--- src/rtl/tcaoq_pkg.sv ---
// Package for the two-class age-ordered queue.
// Holds the stamp width, operation, status and category codes, the controller state type and the command struct.
// No dependencies.
package tcaoq_pkg;

    // Width of the shared wrapping arrival stamp.
    localparam int STAMP_BITS = 6;

    // Operation codes carried in the kind field.
    localparam logic [1:0] KIND_ENQ       = 2'd0;
    localparam logic [1:0] KIND_DEQ_NAMED = 2'd1;
    localparam logic [1:0] KIND_DEQ_ANY   = 2'd2;

    // Result status codes.
    localparam logic [1:0] STATUS_OK    = 2'd0;
    localparam logic [1:0] STATUS_EMPTY = 2'd1;
    localparam logic [1:0] STATUS_FULL  = 2'd2;
    localparam logic [1:0] STATUS_BAD   = 2'd3;

    // Category codes.
    localparam logic CAT_FIRST  = 1'b0;
    localparam logic CAT_SECOND = 1'b1;

    // Controller states.
    typedef enum logic {
        ST_IDLE,
        ST_EXEC
    } ctrl_state_t;

    // Commands from the controller to the datapath.
    typedef struct packed {
        logic capture;
        logic execute;
    } ctrl_cmd_t;

endpackage

--- src/rtl/tcaoq_if.sv ---
// Channel interfaces for the two-class age-ordered queue.
// Request and response channels with valid/ready handshakes; no package dependency.
interface tcaoq_req_if #(
    parameter int TAG_BITS = 16
);
    logic                valid;
    logic                ready;
    logic [1:0]          kind;
    logic                category;
    logic [TAG_BITS-1:0] item_tag;

    modport source (output valid, output kind, output category, output item_tag,
                    input ready);
    modport sink   (input valid, input kind, input category, input item_tag,
                    output ready);
endinterface

interface tcaoq_rsp_if #(
    parameter int TAG_BITS = 16
);
    logic                valid;
    logic                ready;
    logic [1:0]          status;
    logic [TAG_BITS-1:0] out_tag;
    logic                served_category;

    modport source (output valid, output status, output out_tag, output served_category,
                    input ready);
    modport sink   (input valid, input status, input out_tag, input served_category,
                    output ready);
endinterface

--- src/rtl/tcaoq_ctrl.sv ---
// Controller for the two-class age-ordered queue.
// Sequences capture and execute of one request beat and owns the response valid flag.
// Depends on tcaoq_pkg.
module tcaoq_ctrl
    import tcaoq_pkg::*;
(
    input  logic      clk,
    input  logic      rst_n,
    input  logic      req_valid,
    output logic      req_ready,
    output logic      rsp_valid,
    input  logic      rsp_ready,
    output ctrl_cmd_t cmd
);

    ctrl_state_t state_reg;
    ctrl_state_t state_next;
    logic        rsp_valid_reg;
    logic        rsp_valid_next;
    logic        req_fire;

    // A new beat is taken only when the response register is free by the next edge.
    assign req_ready = (state_reg == ST_IDLE) && (!rsp_valid_reg || rsp_ready);
    assign req_fire  = req_valid && req_ready;
    assign rsp_valid = rsp_valid_reg;

    // Next-state logic.
    always_comb
    begin
        state_next = state_reg;
        unique case (state_reg)
            ST_IDLE: if (req_fire) state_next = ST_EXEC;
            ST_EXEC: state_next = ST_IDLE;
            default: state_next = ST_IDLE;
        endcase
    end

    // Output and command logic.
    always_comb
    begin
        cmd            = '0;
        rsp_valid_next = rsp_valid_reg && !rsp_ready;
        unique case (state_reg)
            ST_IDLE: cmd.capture = req_fire;
            ST_EXEC:
            begin
                cmd.execute    = 1'b1;
                rsp_valid_next = 1'b1;
            end
            default: cmd = '0;
        endcase
    end

    // State and response flag registers.
    always_ff @(posedge clk or negedge rst_n)
    begin
        if (!rst_n)
        begin
            state_reg     <= ST_IDLE;
            rsp_valid_reg <= 1'b0;
        end
        else
        begin
            state_reg     <= state_next;
            rsp_valid_reg <= rsp_valid_next;
        end
    end

endmodule

--- src/rtl/tcaoq_dp.sv ---
// Datapath for the two-class age-ordered queue.
// Two FIFO memories with pointers and counts, the arrival stamp and the result register.
// Depends on tcaoq_pkg.
module tcaoq_dp
    import tcaoq_pkg::*;
#(
    parameter int QUEUE_DEPTH = 16,
    parameter int TAG_BITS    = 16
)(
    input  logic                clk,
    input  logic                rst_n,
    input  ctrl_cmd_t           cmd,
    input  logic [1:0]          kind,
    input  logic                category,
    input  logic [TAG_BITS-1:0] item_tag,
    output logic [1:0]          status,
    output logic [TAG_BITS-1:0] out_tag,
    output logic                served_category
);

    localparam int PTR_W   = (QUEUE_DEPTH > 1) ? $clog2(QUEUE_DEPTH) : 1;
    localparam int CNT_W   = $clog2(QUEUE_DEPTH + 1);
    localparam int ENTRY_W = TAG_BITS + STAMP_BITS;

    function automatic logic [PTR_W-1:0] ptr_inc(input logic [PTR_W-1:0] p);
        if (p == PTR_W'(QUEUE_DEPTH - 1))
            return '0;
        else
            return p + 1'b1;
    endfunction

    // Storage for each category: entries hold the tag above the stamp.
    logic [ENTRY_W-1:0] mem0 [QUEUE_DEPTH];
    logic [ENTRY_W-1:0] mem1 [QUEUE_DEPTH];
    logic [ENTRY_W-1:0] rd_reg [2];

    logic [PTR_W-1:0]      head_reg  [2];
    logic [PTR_W-1:0]      tail_reg  [2];
    logic [CNT_W-1:0]      count_reg [2];
    logic [STAMP_BITS-1:0] stamp_reg;

    // Captured request beat.
    logic [1:0]          kind_reg;
    logic                cat_reg;
    logic [TAG_BITS-1:0] tag_reg;

    // Result register.
    logic [1:0]          status_reg;
    logic [TAG_BITS-1:0] out_tag_reg;
    logic                served_reg;

    logic [1:0]            push;
    logic [1:0]            pop;
    logic [1:0]            empty;
    logic [1:0]            full;
    logic [1:0]            status_d;
    logic [TAG_BITS-1:0]   tag_d;
    logic                  served_d;
    logic                  pick;
    logic [STAMP_BITS-1:0] age_diff;
    logic [ENTRY_W-1:0]    wr_data;

    assign empty[0] = (count_reg[0] == '0);
    assign empty[1] = (count_reg[1] == '0);
    assign full[0]  = (count_reg[0] == CNT_W'(QUEUE_DEPTH));
    assign full[1]  = (count_reg[1] == CNT_W'(QUEUE_DEPTH));
    assign wr_data  = {tag_reg, stamp_reg};

    // The first head wins only when it is strictly older within half the stamp range.
    assign age_diff = rd_reg[1][STAMP_BITS-1:0] - rd_reg[0][STAMP_BITS-1:0];

    // Operation decode and result selection.
    always_comb
    begin
        push     = '0;
        pop      = '0;
        status_d = STATUS_EMPTY;
        tag_d    = '0;
        served_d = CAT_FIRST;
        pick     = CAT_FIRST;
        unique case (kind_reg)
            KIND_ENQ:
            begin
                served_d = cat_reg;
                if (full[cat_reg])
                    status_d = STATUS_FULL;
                else
                begin
                    status_d      = STATUS_OK;
                    push[cat_reg] = cmd.execute;
                end
            end
            KIND_DEQ_NAMED:
            begin
                served_d = cat_reg;
                if (!empty[cat_reg])
                begin
                    status_d     = STATUS_OK;
                    tag_d        = rd_reg[cat_reg][ENTRY_W-1:STAMP_BITS];
                    pop[cat_reg] = cmd.execute;
                end
            end
            KIND_DEQ_ANY:
            begin
                if (!(empty[0] && empty[1]))
                begin
                    if (empty[1])
                        pick = CAT_FIRST;
                    else if (empty[0])
                        pick = CAT_SECOND;
                    else if ((age_diff != '0) && !age_diff[STAMP_BITS-1])
                        pick = CAT_FIRST;
                    else
                        pick = CAT_SECOND;
                    status_d  = STATUS_OK;
                    served_d  = pick;
                    tag_d     = rd_reg[pick][ENTRY_W-1:STAMP_BITS];
                    pop[pick] = cmd.execute;
                end
            end
            default:
            begin
                status_d = STATUS_EMPTY;
            end
        endcase
    end

    // Memory writes at the tail and registered reads at the head.
    always_ff @(posedge clk)
    begin
        if (push[0])
            mem0[tail_reg[0]] <= wr_data;
        if (push[1])
            mem1[tail_reg[1]] <= wr_data;
        rd_reg[0] <= mem0[head_reg[0]];
        rd_reg[1] <= mem1[head_reg[1]];
    end

    // Pointers, counts and the arrival stamp.
    always_ff @(posedge clk or negedge rst_n)
    begin
        if (!rst_n)
        begin
            head_reg[0]  <= '0;
            head_reg[1]  <= '0;
            tail_reg[0]  <= '0;
            tail_reg[1]  <= '0;
            count_reg[0] <= '0;
            count_reg[1] <= '0;
            stamp_reg    <= '0;
        end
        else
        begin
            for (int i = 0; i < 2; i++)
            begin
                if (push[i])
                begin
                    tail_reg[i]  <= ptr_inc(tail_reg[i]);
                    count_reg[i] <= count_reg[i] + 1'b1;
                end
                else if (pop[i])
                begin
                    head_reg[i]  <= ptr_inc(head_reg[i]);
                    count_reg[i] <= count_reg[i] - 1'b1;
                end
            end
            if (push != '0)
                stamp_reg <= stamp_reg + 1'b1;
        end
    end

    // Request capture and result register.
    always_ff @(posedge clk)
    begin
        if (cmd.capture)
        begin
            kind_reg <= kind;
            cat_reg  <= category;
            tag_reg  <= item_tag;
        end
        if (cmd.execute)
        begin
            status_reg  <= status_d;
            out_tag_reg <= tag_d;
            served_reg  <= served_d;
        end
    end

    assign status          = status_reg;
    assign out_tag         = out_tag_reg;
    assign served_category = served_reg;

endmodule

--- src/rtl/two_class_age_ordered_queue.sv ---
// Two-class age-ordered queue: one request beat in, one response beat out.
// A request beat accepted at one edge executes in the following cycle on the head entries
// read at that edge; its response beat is valid after the next edge and can be taken there.
// No new request is taken while one is being captured and executed; a
// stalled response beat holds off the next request until it is taken.
// Reset clears pointers, counts, the stamp and the controller; storage is not cleared.
module two_class_age_ordered_queue
    import tcaoq_pkg::*;
#(
    parameter int QUEUE_DEPTH = 16,
    parameter int TAG_BITS    = 16
)(
    input  logic   clk,
    input  logic   rst_n,
    tcaoq_req_if.sink   req,
    tcaoq_rsp_if.source rsp
);

    ctrl_cmd_t cmd;

    // Handshake sequencing.
    tcaoq_ctrl u_ctrl (
        .clk       (clk),
        .rst_n     (rst_n),
        .req_valid (req.valid),
        .req_ready (req.ready),
        .rsp_valid (rsp.valid),
        .rsp_ready (rsp.ready),
        .cmd       (cmd)
    );

    // Queue storage and result formation.
    tcaoq_dp #(
        .QUEUE_DEPTH (QUEUE_DEPTH),
        .TAG_BITS    (TAG_BITS)
    ) u_dp (
        .clk             (clk),
        .rst_n           (rst_n),
        .cmd             (cmd),
        .kind            (req.kind),
        .category        (req.category),
        .item_tag        (req.item_tag),
        .status          (rsp.status),
        .out_tag         (rsp.out_tag),
        .served_category (rsp.served_category)
    );

endmodule

--- src/flat_wrapper.sv ---
// flat-port wrapper written by rule: the top's interface ports become plain ports
module two_class_age_ordered_queue_flat import tcaoq_pkg::*;
#(
    parameter int QUEUE_DEPTH = 16,
    parameter int TAG_BITS    = 16
)
  (clk, rst_n, req_valid, req_kind, req_category, req_item_tag, req_ready, rsp_valid, rsp_status, rsp_out_tag, rsp_served_category, rsp_ready);
  tcaoq_req_if #(.TAG_BITS(TAG_BITS)) req_i ();
  tcaoq_rsp_if #(.TAG_BITS(TAG_BITS)) rsp_i ();
  input  logic clk;
  input  logic rst_n;
  input wire logic [$bits(req_i.valid)-1:0] req_valid;
  input wire logic [$bits(req_i.kind)-1:0] req_kind;
  input wire logic [$bits(req_i.category)-1:0] req_category;
  input wire logic [$bits(req_i.item_tag)-1:0] req_item_tag;
  output wire logic [$bits(req_i.ready)-1:0] req_ready;
  output wire logic [$bits(rsp_i.valid)-1:0] rsp_valid;
  output wire logic [$bits(rsp_i.status)-1:0] rsp_status;
  output wire logic [$bits(rsp_i.out_tag)-1:0] rsp_out_tag;
  output wire logic [$bits(rsp_i.served_category)-1:0] rsp_served_category;
  input wire logic [$bits(rsp_i.ready)-1:0] rsp_ready;
  assign req_i.valid = req_valid;
  assign req_i.kind = req_kind;
  assign req_i.category = req_category;
  assign req_i.item_tag = req_item_tag;
  assign req_ready = req_i.ready;
  assign rsp_valid = rsp_i.valid;
  assign rsp_status = rsp_i.status;
  assign rsp_out_tag = rsp_i.out_tag;
  assign rsp_served_category = rsp_i.served_category;
  assign rsp_i.ready = rsp_ready;
  two_class_age_ordered_queue #(.QUEUE_DEPTH(QUEUE_DEPTH), .TAG_BITS(TAG_BITS)) u_core (.clk(clk), .rst_n(rst_n), .req(req_i), .rsp(rsp_i));
endmodule
--- config.mk ---
export PLATFORM = sky130hd
export DESIGN_NAME = two_class_age_ordered_queue_flat
export DESIGN_NICKNAME = d
export VERILOG_FILES = /design/src/rtl/tcaoq_pkg.sv /design/src/rtl/tcaoq_if.sv /design/src/rtl/tcaoq_ctrl.sv /design/src/rtl/tcaoq_dp.sv /design/src/rtl/two_class_age_ordered_queue.sv /design/src/flat_wrapper.sv
export SDC_FILE = /design/constraint.sdc
export NUM_CORES = 1
export LEC_CHECK = 0
export BUFFER_PORTS_ARGS = -buffer_cell sky130_fd_sc_hd__buf_2
export CORE_MARGIN = 2
export CORE_UTILIZATION = 50
export DETAILED_ROUTE_END_ITERATION = 10
export GPL_ROUTABILITY_DRIVEN = 0
export HOLD_SLACK_MARGIN = 0.02
export PLACE_DENSITY_LB_ADDON = 0.15
export SETUP_SLACK_MARGIN = 0.5
export SYNTH_ARGS = -nofsm -noshare
export SYNTH_HDL_FRONTEND = slang
export SYNTH_SLANG_ARGS = --single-unit
--- constraint.sdc ---
create_clock -name clk -period 11.5 [get_ports clk]
set_input_delay 0 -clock clk [delete_from_list [all_inputs] [get_ports clk]]
set_output_delay 0 -clock clk [all_outputs]
set_load 0.05 [all_outputs]
==> results.sh, run 1 <==
export IMPL_fp_coreArea_um2=62700
export IMPL_antenna_found_initial=1
export IMPL_htreeDepth=3
export IMPL_period_needed_ns=3.65
export IMPL_syn_inst=1706
export IMPL_synth_cell_type_count=47
export IMPL_hpwl_mm=37.8
export IMPL_routed_wl_mm=70.5
export IMPL_clock_sinks=821
export IMPL_fp_dieW_um=255
export IMPL_firstDrtPassIters=5
export IMPL_wl_per_cell_um=25.7
export IMPL_drv_slew=0
export IMPL_clkSlewWorstSetupHoldPaths_ns=0.06
export IMPL_min_path_type="input port to asynchronous set/reset pin"
export IMPL_critPathMaxFanout=55
export IMPL_grt_pass1_wl_mm=104
export IMPL_ys_ff_latch=821
export IMPL_place_ws_ns=7.80
export IMPL_avgSynthCellArea_um2=18.5
export IMPL_finalWorstSetupSlack_ns=7.85
export IMPL_dieHeight_um=255
export IMPL_grt_pass1_vias=16000
export IMPL_drt_antenna_violating_nets=0
export IMPL_ir_drop_mv=0.160
export IMPL_cpLargestDelayFamily="buffers and inverters"
export IMPL_synth_nets=1758
export IMPL_num_antenna_cells=0
export IMPL_row_count=92
export IMPL_cts_tree="done"
export IMPL_syn_area_um2=31500
export IMPL_synth_top_area_cell="edfxtp_1"
export IMPL_route_detailed_drc=0
export IMPL_finalCritPeriodShare_pct=31.7
export IMPL_yosysSeqAreaShare_pct=76.2
export IMPL_final_nets=1875
export IMPL_setup_viol=0
export IMPL_fillCellCount=4682
export IMPL_grt_max_degree=56
export IMPL_status="finished clean"
export IMPL_fmax_ghz=0.274
export IMPL_drv_cap=0
export IMPL_leakage_uw=0.0122
export IMPL_cts_inserted_buffers=85
export IMPL_dieArea_um2=65100
export IMPL_critPathKind="flop to flop"
export IMPL_num_vias=16100
export IMPL_tightest_slew_ns=1.25
export IMPL_cp_num_buf_inv=2
export IMPL_drt_iter0_drc=1485
export IMPL_cp_cell_sequence="buf_4, buf_4, mux2_2, o21ai_0, a21oi_1, a22oi_1, nand2_1"
export IMPL_post_synth_top_count_cell="edfxtp_1"
export IMPL_path_common_cell="buf_4"
export IMPL_synth_commonest_cells="742 x edfxtp_1, 147 x mux2i_1, 105 x nand2_1"
export IMPL_grt_overflow=0
export IMPL_skew_ns=0.0222
export IMPL_end_kind="flop"
export IMPL_cts_root_buf="clkbuf_16"
export IMPL_multiInputGateArea_um2=7180
export IMPL_clock_latency_ns=0.63
export IMPL_yosysWarnings=0
export IMPL_worstPathArrival_ns=4.14
export IMPL_ys_flop_type="edfxtp_1"
export IMPL_vias_per_cell=5.88
export IMPL_final_setup_tns_ns=0
export IMPL_rsz0062_at_grt="false"
export IMPL_power_density_nw_per_um2=225
export IMPL_drive_gt1_share_pct=19.8
export IMPL_clock_path_buffers=3
export IMPL_hold_viol=0
export IMPL_synth_area_leaders="edfxtp_1 71%, mux4_2 6.3%, mux2i_1 4.7%, dfxtp_1 2.9%, dfrtp_1 2.7%"
export IMPL_cpMaxStageDelayCell="buf_4"
export IMPL_synth_edf_count=742
export IMPL_seq_area_um2=24000
export IMPL_critPathMaxStageDelay_ns=0.85
export IMPL_start_util_pct=50.3
export IMPL_yosysTopAreaCellShare_pct=70.6
export IMPL_startpoint_type="flop"
export IMPL_port_buffers=43
export IMPL_async_flop_share_pct=4.14
export IMPL_track_usage_pct=22.2
export IMPL_area_growth_pct=14.1
export IMPL_worstPathRequired_ns=11.99
export IMPL_relSlewSlack_pct=16.9
export IMPL_ioPinCount=44
[where the power goes]
part           leakage [uW]  switching, uW  internal, uW  total, uW
Combinational       0.00326            837           699       1540
Clock               0.00139           1120          1670       2790
Sequential          0.00757            268          3500       3770
[area by class of cell]
cell class | count | area share, %
multi-input cells | 786 | 20.0
repair buffers | 113 | 2.21
inverters | 16 | 0.167
clock buffers | 115 | 6.45
clock inverters | 42 | 1.47
flip-flops and latches | 821 | 66.8
well taps | 846 | 2.94
[metal layers]
metal / track usage [%] / part of all wire [%] / wire (um)
met1: 32.1 / 44 / 31400
met2: 34.7 / 47 / 33300
met3: 4.02 / 6.2 / 4350
met4: 6.62 / 2.1 / 1500
met5: 0 / 0 / 0
[kinds of logic after synthesis]
logic type               synth area share (%)
adder cells (fa/ha/maj)                  1.22
AO/OA/AOI/OAI                            5.66
multiplexers                             12.3
flip-flops                               76.2
XOR/XNOR                                0.583
AND/OR/NAND/NOR                          2.79
buffers and inverters                    1.24
[metrics by stage]
stage	power [uW]	hold WS [ns]	utilization, %	instances	area, um^2
after floorplan	4910	-0.296	-	1706	31500
after global placement	5350	0.146	52.5	2560	32900
final	8090	0.0167	57.4	2739	36000
after global routing	8430	0.0829	57.4	2739	36000
after detailed placement	5380	0.155	52.5	2560	32900
after CTS	8170	0.0366	57.4	2739	36000
[cell usage in the layout, fill, tap and decap left out, types with 26 or more instances in the layout]
master / netlist / final
a21oi_1: 57 / 57
a221oi_1: 44 / 44
a22oi_1: 45 / 45
buf_2: 15 / 43
buf_4: 0 / 48
clkbuf_16: 0 / 85
dfrtp_1: 34 / 30
dfxtp_1: 45 / 45
edfxtp_1: 742 / 742
ha_1: 26 / 26
mux2_2: 37 / 37
mux2i_1: 147 / 147
mux4_2: 88 / 88
nand2_1: 105 / 105
o21ai_0: 81 / 81
[repair_timing]
action | 4_1_cts | 5_1_grt
hold endpoints to repair | 56 | 0
buffers inserted | 0 | 0
hold buffers | 22 | 0
resized for setup | 0 | 0
[final timing paths]
check,start,to,slack (ns),depth (start not counted)
setup / recovery,u_core.u_dp.head_reg[0],u_core.u_dp.rd_reg[1][17],7.85,7
hold / removal,rst_n,u_core.u_dp.head_reg[6],0.02,2
setup reg to reg,u_core.u_dp.head_reg[0],u_core.u_dp.rd_reg[1][17],7.85,7
hold reg to reg,u_core.u_dp.count_reg[4],u_core.u_dp.count_reg[4],0.51,1
max in group asynchronous,rst_n,u_core.u_dp.head_reg[0],10.84,2
min in group clk,req_item_tag[7],u_core.u_dp.tag_reg[7],0.08,2
(Power assumes the default switching activity.)
==> inputs of run 2 (changes only) <==
--- a/config.mk
+++ b/config.mk
@@ -5,6 +5,7 @@
 export SDC_FILE = /design/constraint.sdc
 export NUM_CORES = 1
 export LEC_CHECK = 0
+export ABC_AREA = 1
 export BUFFER_PORTS_ARGS = -buffer_cell sky130_fd_sc_hd__buf_2
 export CORE_MARGIN = 2
 export CORE_UTILIZATION = 50
==> constraint.sdc (replaced) <==
create_clock -name clk -period 3.7 [get_ports clk]
set_input_delay 0 -clock clk [delete_from_list [all_inputs] [get_ports clk]]
set_output_delay 0 -clock clk [all_outputs]
set_load 0.05 [all_outputs]
==> run 2 against run 1 <==
Critical path type unchanged. Critical endpoint is now u_core.u_dp.mem0[12][16]. Combinational power rose to 4.4 times the previous value. Synthesized area up 2.0%. Non-clock buffer count grew 41. Clock power rose to 3.1 times the previous value. Total power increased to 3.3 times the previous value.
==> results.sh, run 2 <==
export IMPL_synth_cell_type_count=37
export IMPL_drt_antenna_violating_nets=0
export IMPL_fin_cells=3485
export IMPL_startpoint_type="flop"
export IMPL_final_setup_tns_ns=0
export IMPL_hold_viol=0
export IMPL_firstDrtPassIters=5
export IMPL_wl_per_cell_um=23.7
export IMPL_skew_ns=0.0279
export IMPL_dieArea_um2=66400
export IMPL_dieHeight_um=258
export IMPL_ioPinCount=44
export IMPL_hpwl_mm=47.7
export IMPL_clock_latency_ns=0.63
export IMPL_num_antenna_cells=0
export IMPL_synth_commonest_cells="742 x edfxtp_1, 408 x nand2_1, 232 x nor2_1"
export IMPL_reg2reg_from="u_core.u_dp.kind_reg[0]"
export IMPL_ys_flop_type="edfxtp_1"
export IMPL_path_common_cell="inv_1"
export IMPL_drt_iter0_drc=2274
export IMPL_ys_ff_latch=821
export IMPL_cts_root_buf="clkbuf_16"
export IMPL_dp_cells=3309
export IMPL_leakage_uw=0.0128
export IMPL_crit_start="u_core.u_dp.kind_reg[0]"
export IMPL_yosysSeqAreaShare_pct=74.7
export IMPL_synth_edf_count=742
export IMPL_cts_inserted_buffers=84
export IMPL_fmax_ghz=0.348
export IMPL_row_count=92
export IMPL_tightest_slew_ns=1.33
export IMPL_syn_area_um2=32200
export IMPL_grt_pass1_vias=19900
export IMPL_fillCellCount=5037
export IMPL_routed_wl_mm=82.7
export IMPL_fp_dieW_um=258
export IMPL_yosysTopAreaCellShare_pct=69.3
export IMPL_drv_cap=0
export IMPL_synth_top_area_cell="edfxtp_1"
export IMPL_clock_sinks=821
export IMPL_route_detailed_drc=0
export IMPL_finalCritPeriodShare_pct=77.6
export IMPL_htreeDepth=3
export IMPL_end_kind="flop"
export IMPL_worstPathArrival_ns=3.20
export IMPL_antenna_found_initial=2
export IMPL_relSlewSlack_pct=11.0
export IMPL_rsz0062_at_grt="false"
export IMPL_vias_per_cell=5.90
export IMPL_worstPathRequired_ns=4.03
export IMPL_clock_path_buffers=3
export IMPL_cp_cell_sequence="inv_1, ha_1, inv_1, nor3_2, nand2_2, inv_2, nand2_1, nor2_2, buf_12"
export IMPL_cp_num_buf_inv=4
export IMPL_power_density_nw_per_um2=726
export IMPL_final_nets=2622
export IMPL_track_usage_pct=24.8
export IMPL_synth_nets=2524
export IMPL_critPathKind="flop to flop"
export IMPL_yosysWarnings=0
export IMPL_clkSlewWorstSetupHoldPaths_ns=0.06
export IMPL_critPathMaxFanout=19
export IMPL_setup_viol=0
export IMPL_num_vias=20500
export IMPL_r2r_setup_slack_ns=0.83
export IMPL_async_flop_share_pct=4.14
export IMPL_drive_gt1_share_pct=12.2
export IMPL_cpLargestDelayFamily="simple AND/OR/NAND/NOR gates"
export IMPL_area_growth_pct=14.2
export IMPL_p_total_uw=26700
export IMPL_status="finished clean"
export IMPL_drv_slew=0
export IMPL_avgSynthCellArea_um2=13.0
export IMPL_start_util_pct=50.8
export IMPL_critPathMaxStageDelay_ns=0.46
export IMPL_port_buffers=43
export IMPL_fp_coreArea_um2=63300
export IMPL_ir_drop_mv=0.370
export IMPL_syn_inst=2472
export IMPL_post_synth_top_count_cell="edfxtp_1"
export IMPL_synth_area_leaders="edfxtp_1 69%, nand2_1 4.8%, o21ai_0 3.2%, dfxtp_1 2.8%, nor2_1 2.7%"
export IMPL_grt_max_degree=179
export IMPL_grt_pass1_wl_mm=124
export IMPL_cts_tree="done"
export IMPL_final_cell_mix="742 x edfxtp_1, 408 x nand2_1, 208 x o21ai_0"
export IMPL_min_path_type="input port to asynchronous set/reset pin"
export IMPL_final_common_cell="edfxtp_1"
export IMPL_cpMaxStageDelayCell="nor2_2"
export IMPL_period_needed_ns=2.87
export IMPL_grt_overflow=0
run 2: stage by stage:
stage	worst slack (ns)	area [um^2]	util (%)	hold slack (ns)
floorplan	0.706	32200	-	-0.296
global placement	0.955	33700	53.3	0.169
detailed placement	0.853	33700	53.3	0.171
CTS	0.848	36700	58.0	0.0387
global route	0.642	36700	58.0	0.0687
finish	0.827	36700	58.0	0.0606
run 2: layout make-up:
type	count	area, um^2	area share (%)
clock buffers	115	2370	6.46
clock inverters	40	418	1.14
inverters	93	354	0.964
multi-input cells	1416	7280	19.8
flip-flops and latches	821	24000	65.5
well taps	846	1060	2.88
repair buffers	154	1190	3.24
run 2: timing repair:
action	in CTS	in global routing
hold endpoints to repair	55	0
hold buffers	21	0
setup buffers	0	0
resized for setup	0	0
run 2: worst paths after layout:
check,to,cells past startpoint
worst max register to register,u_core.u_dp.mem0[12][16],9
worst min-delay path,u_core.u_dp.count_reg[0],2
max in group asynchronous,u_core.u_dp.head_reg[0],2
worst max-delay path,u_core.u_dp.mem0[12][16],9
min in group clk,u_core.u_dp.tag_reg[8],2
worst min register to register,u_core.u_ctrl.rsp_valid,2
run 2: report_power, final:
| group | total (uW) | internal, uW | leakage [uW] | switching (uW) |
|---|---|---|---|---|
| Combinational | 6700 | 1910 | 0.00394 | 4800 |
| Sequential | 11400 | 10800 | 0.00752 | 591 |
| Clock | 8530 | 5050 | 0.00136 | 3480 |
run 2: kinds of logic (layout without fill, tap and decap cells):
kind of cell	count (synthesis)	count (layout)	share of synthesized area, %
buffers and inverters	235	402	2.88
adders and majority gates	29	29	1.20
DFF	821	821	74.7
xor gates and xnor gates	18	18	0.533
and+or+nand+nor	837	837	11.0
AOI/OAI and AO/OA	532	532	9.63
run 2: per-layer routing:
layer | vias to the layer above | wire length (um) | track usage (%)
li1 | 9274 | - | -
met1 | 10300 | 36300 | 36.3
met2 | 834 | 38300 | 38.8
met3 | 103 | 6310 | 4.02
met4 | 0 | 1820 | 7.35
met5 | - | 0 | 0
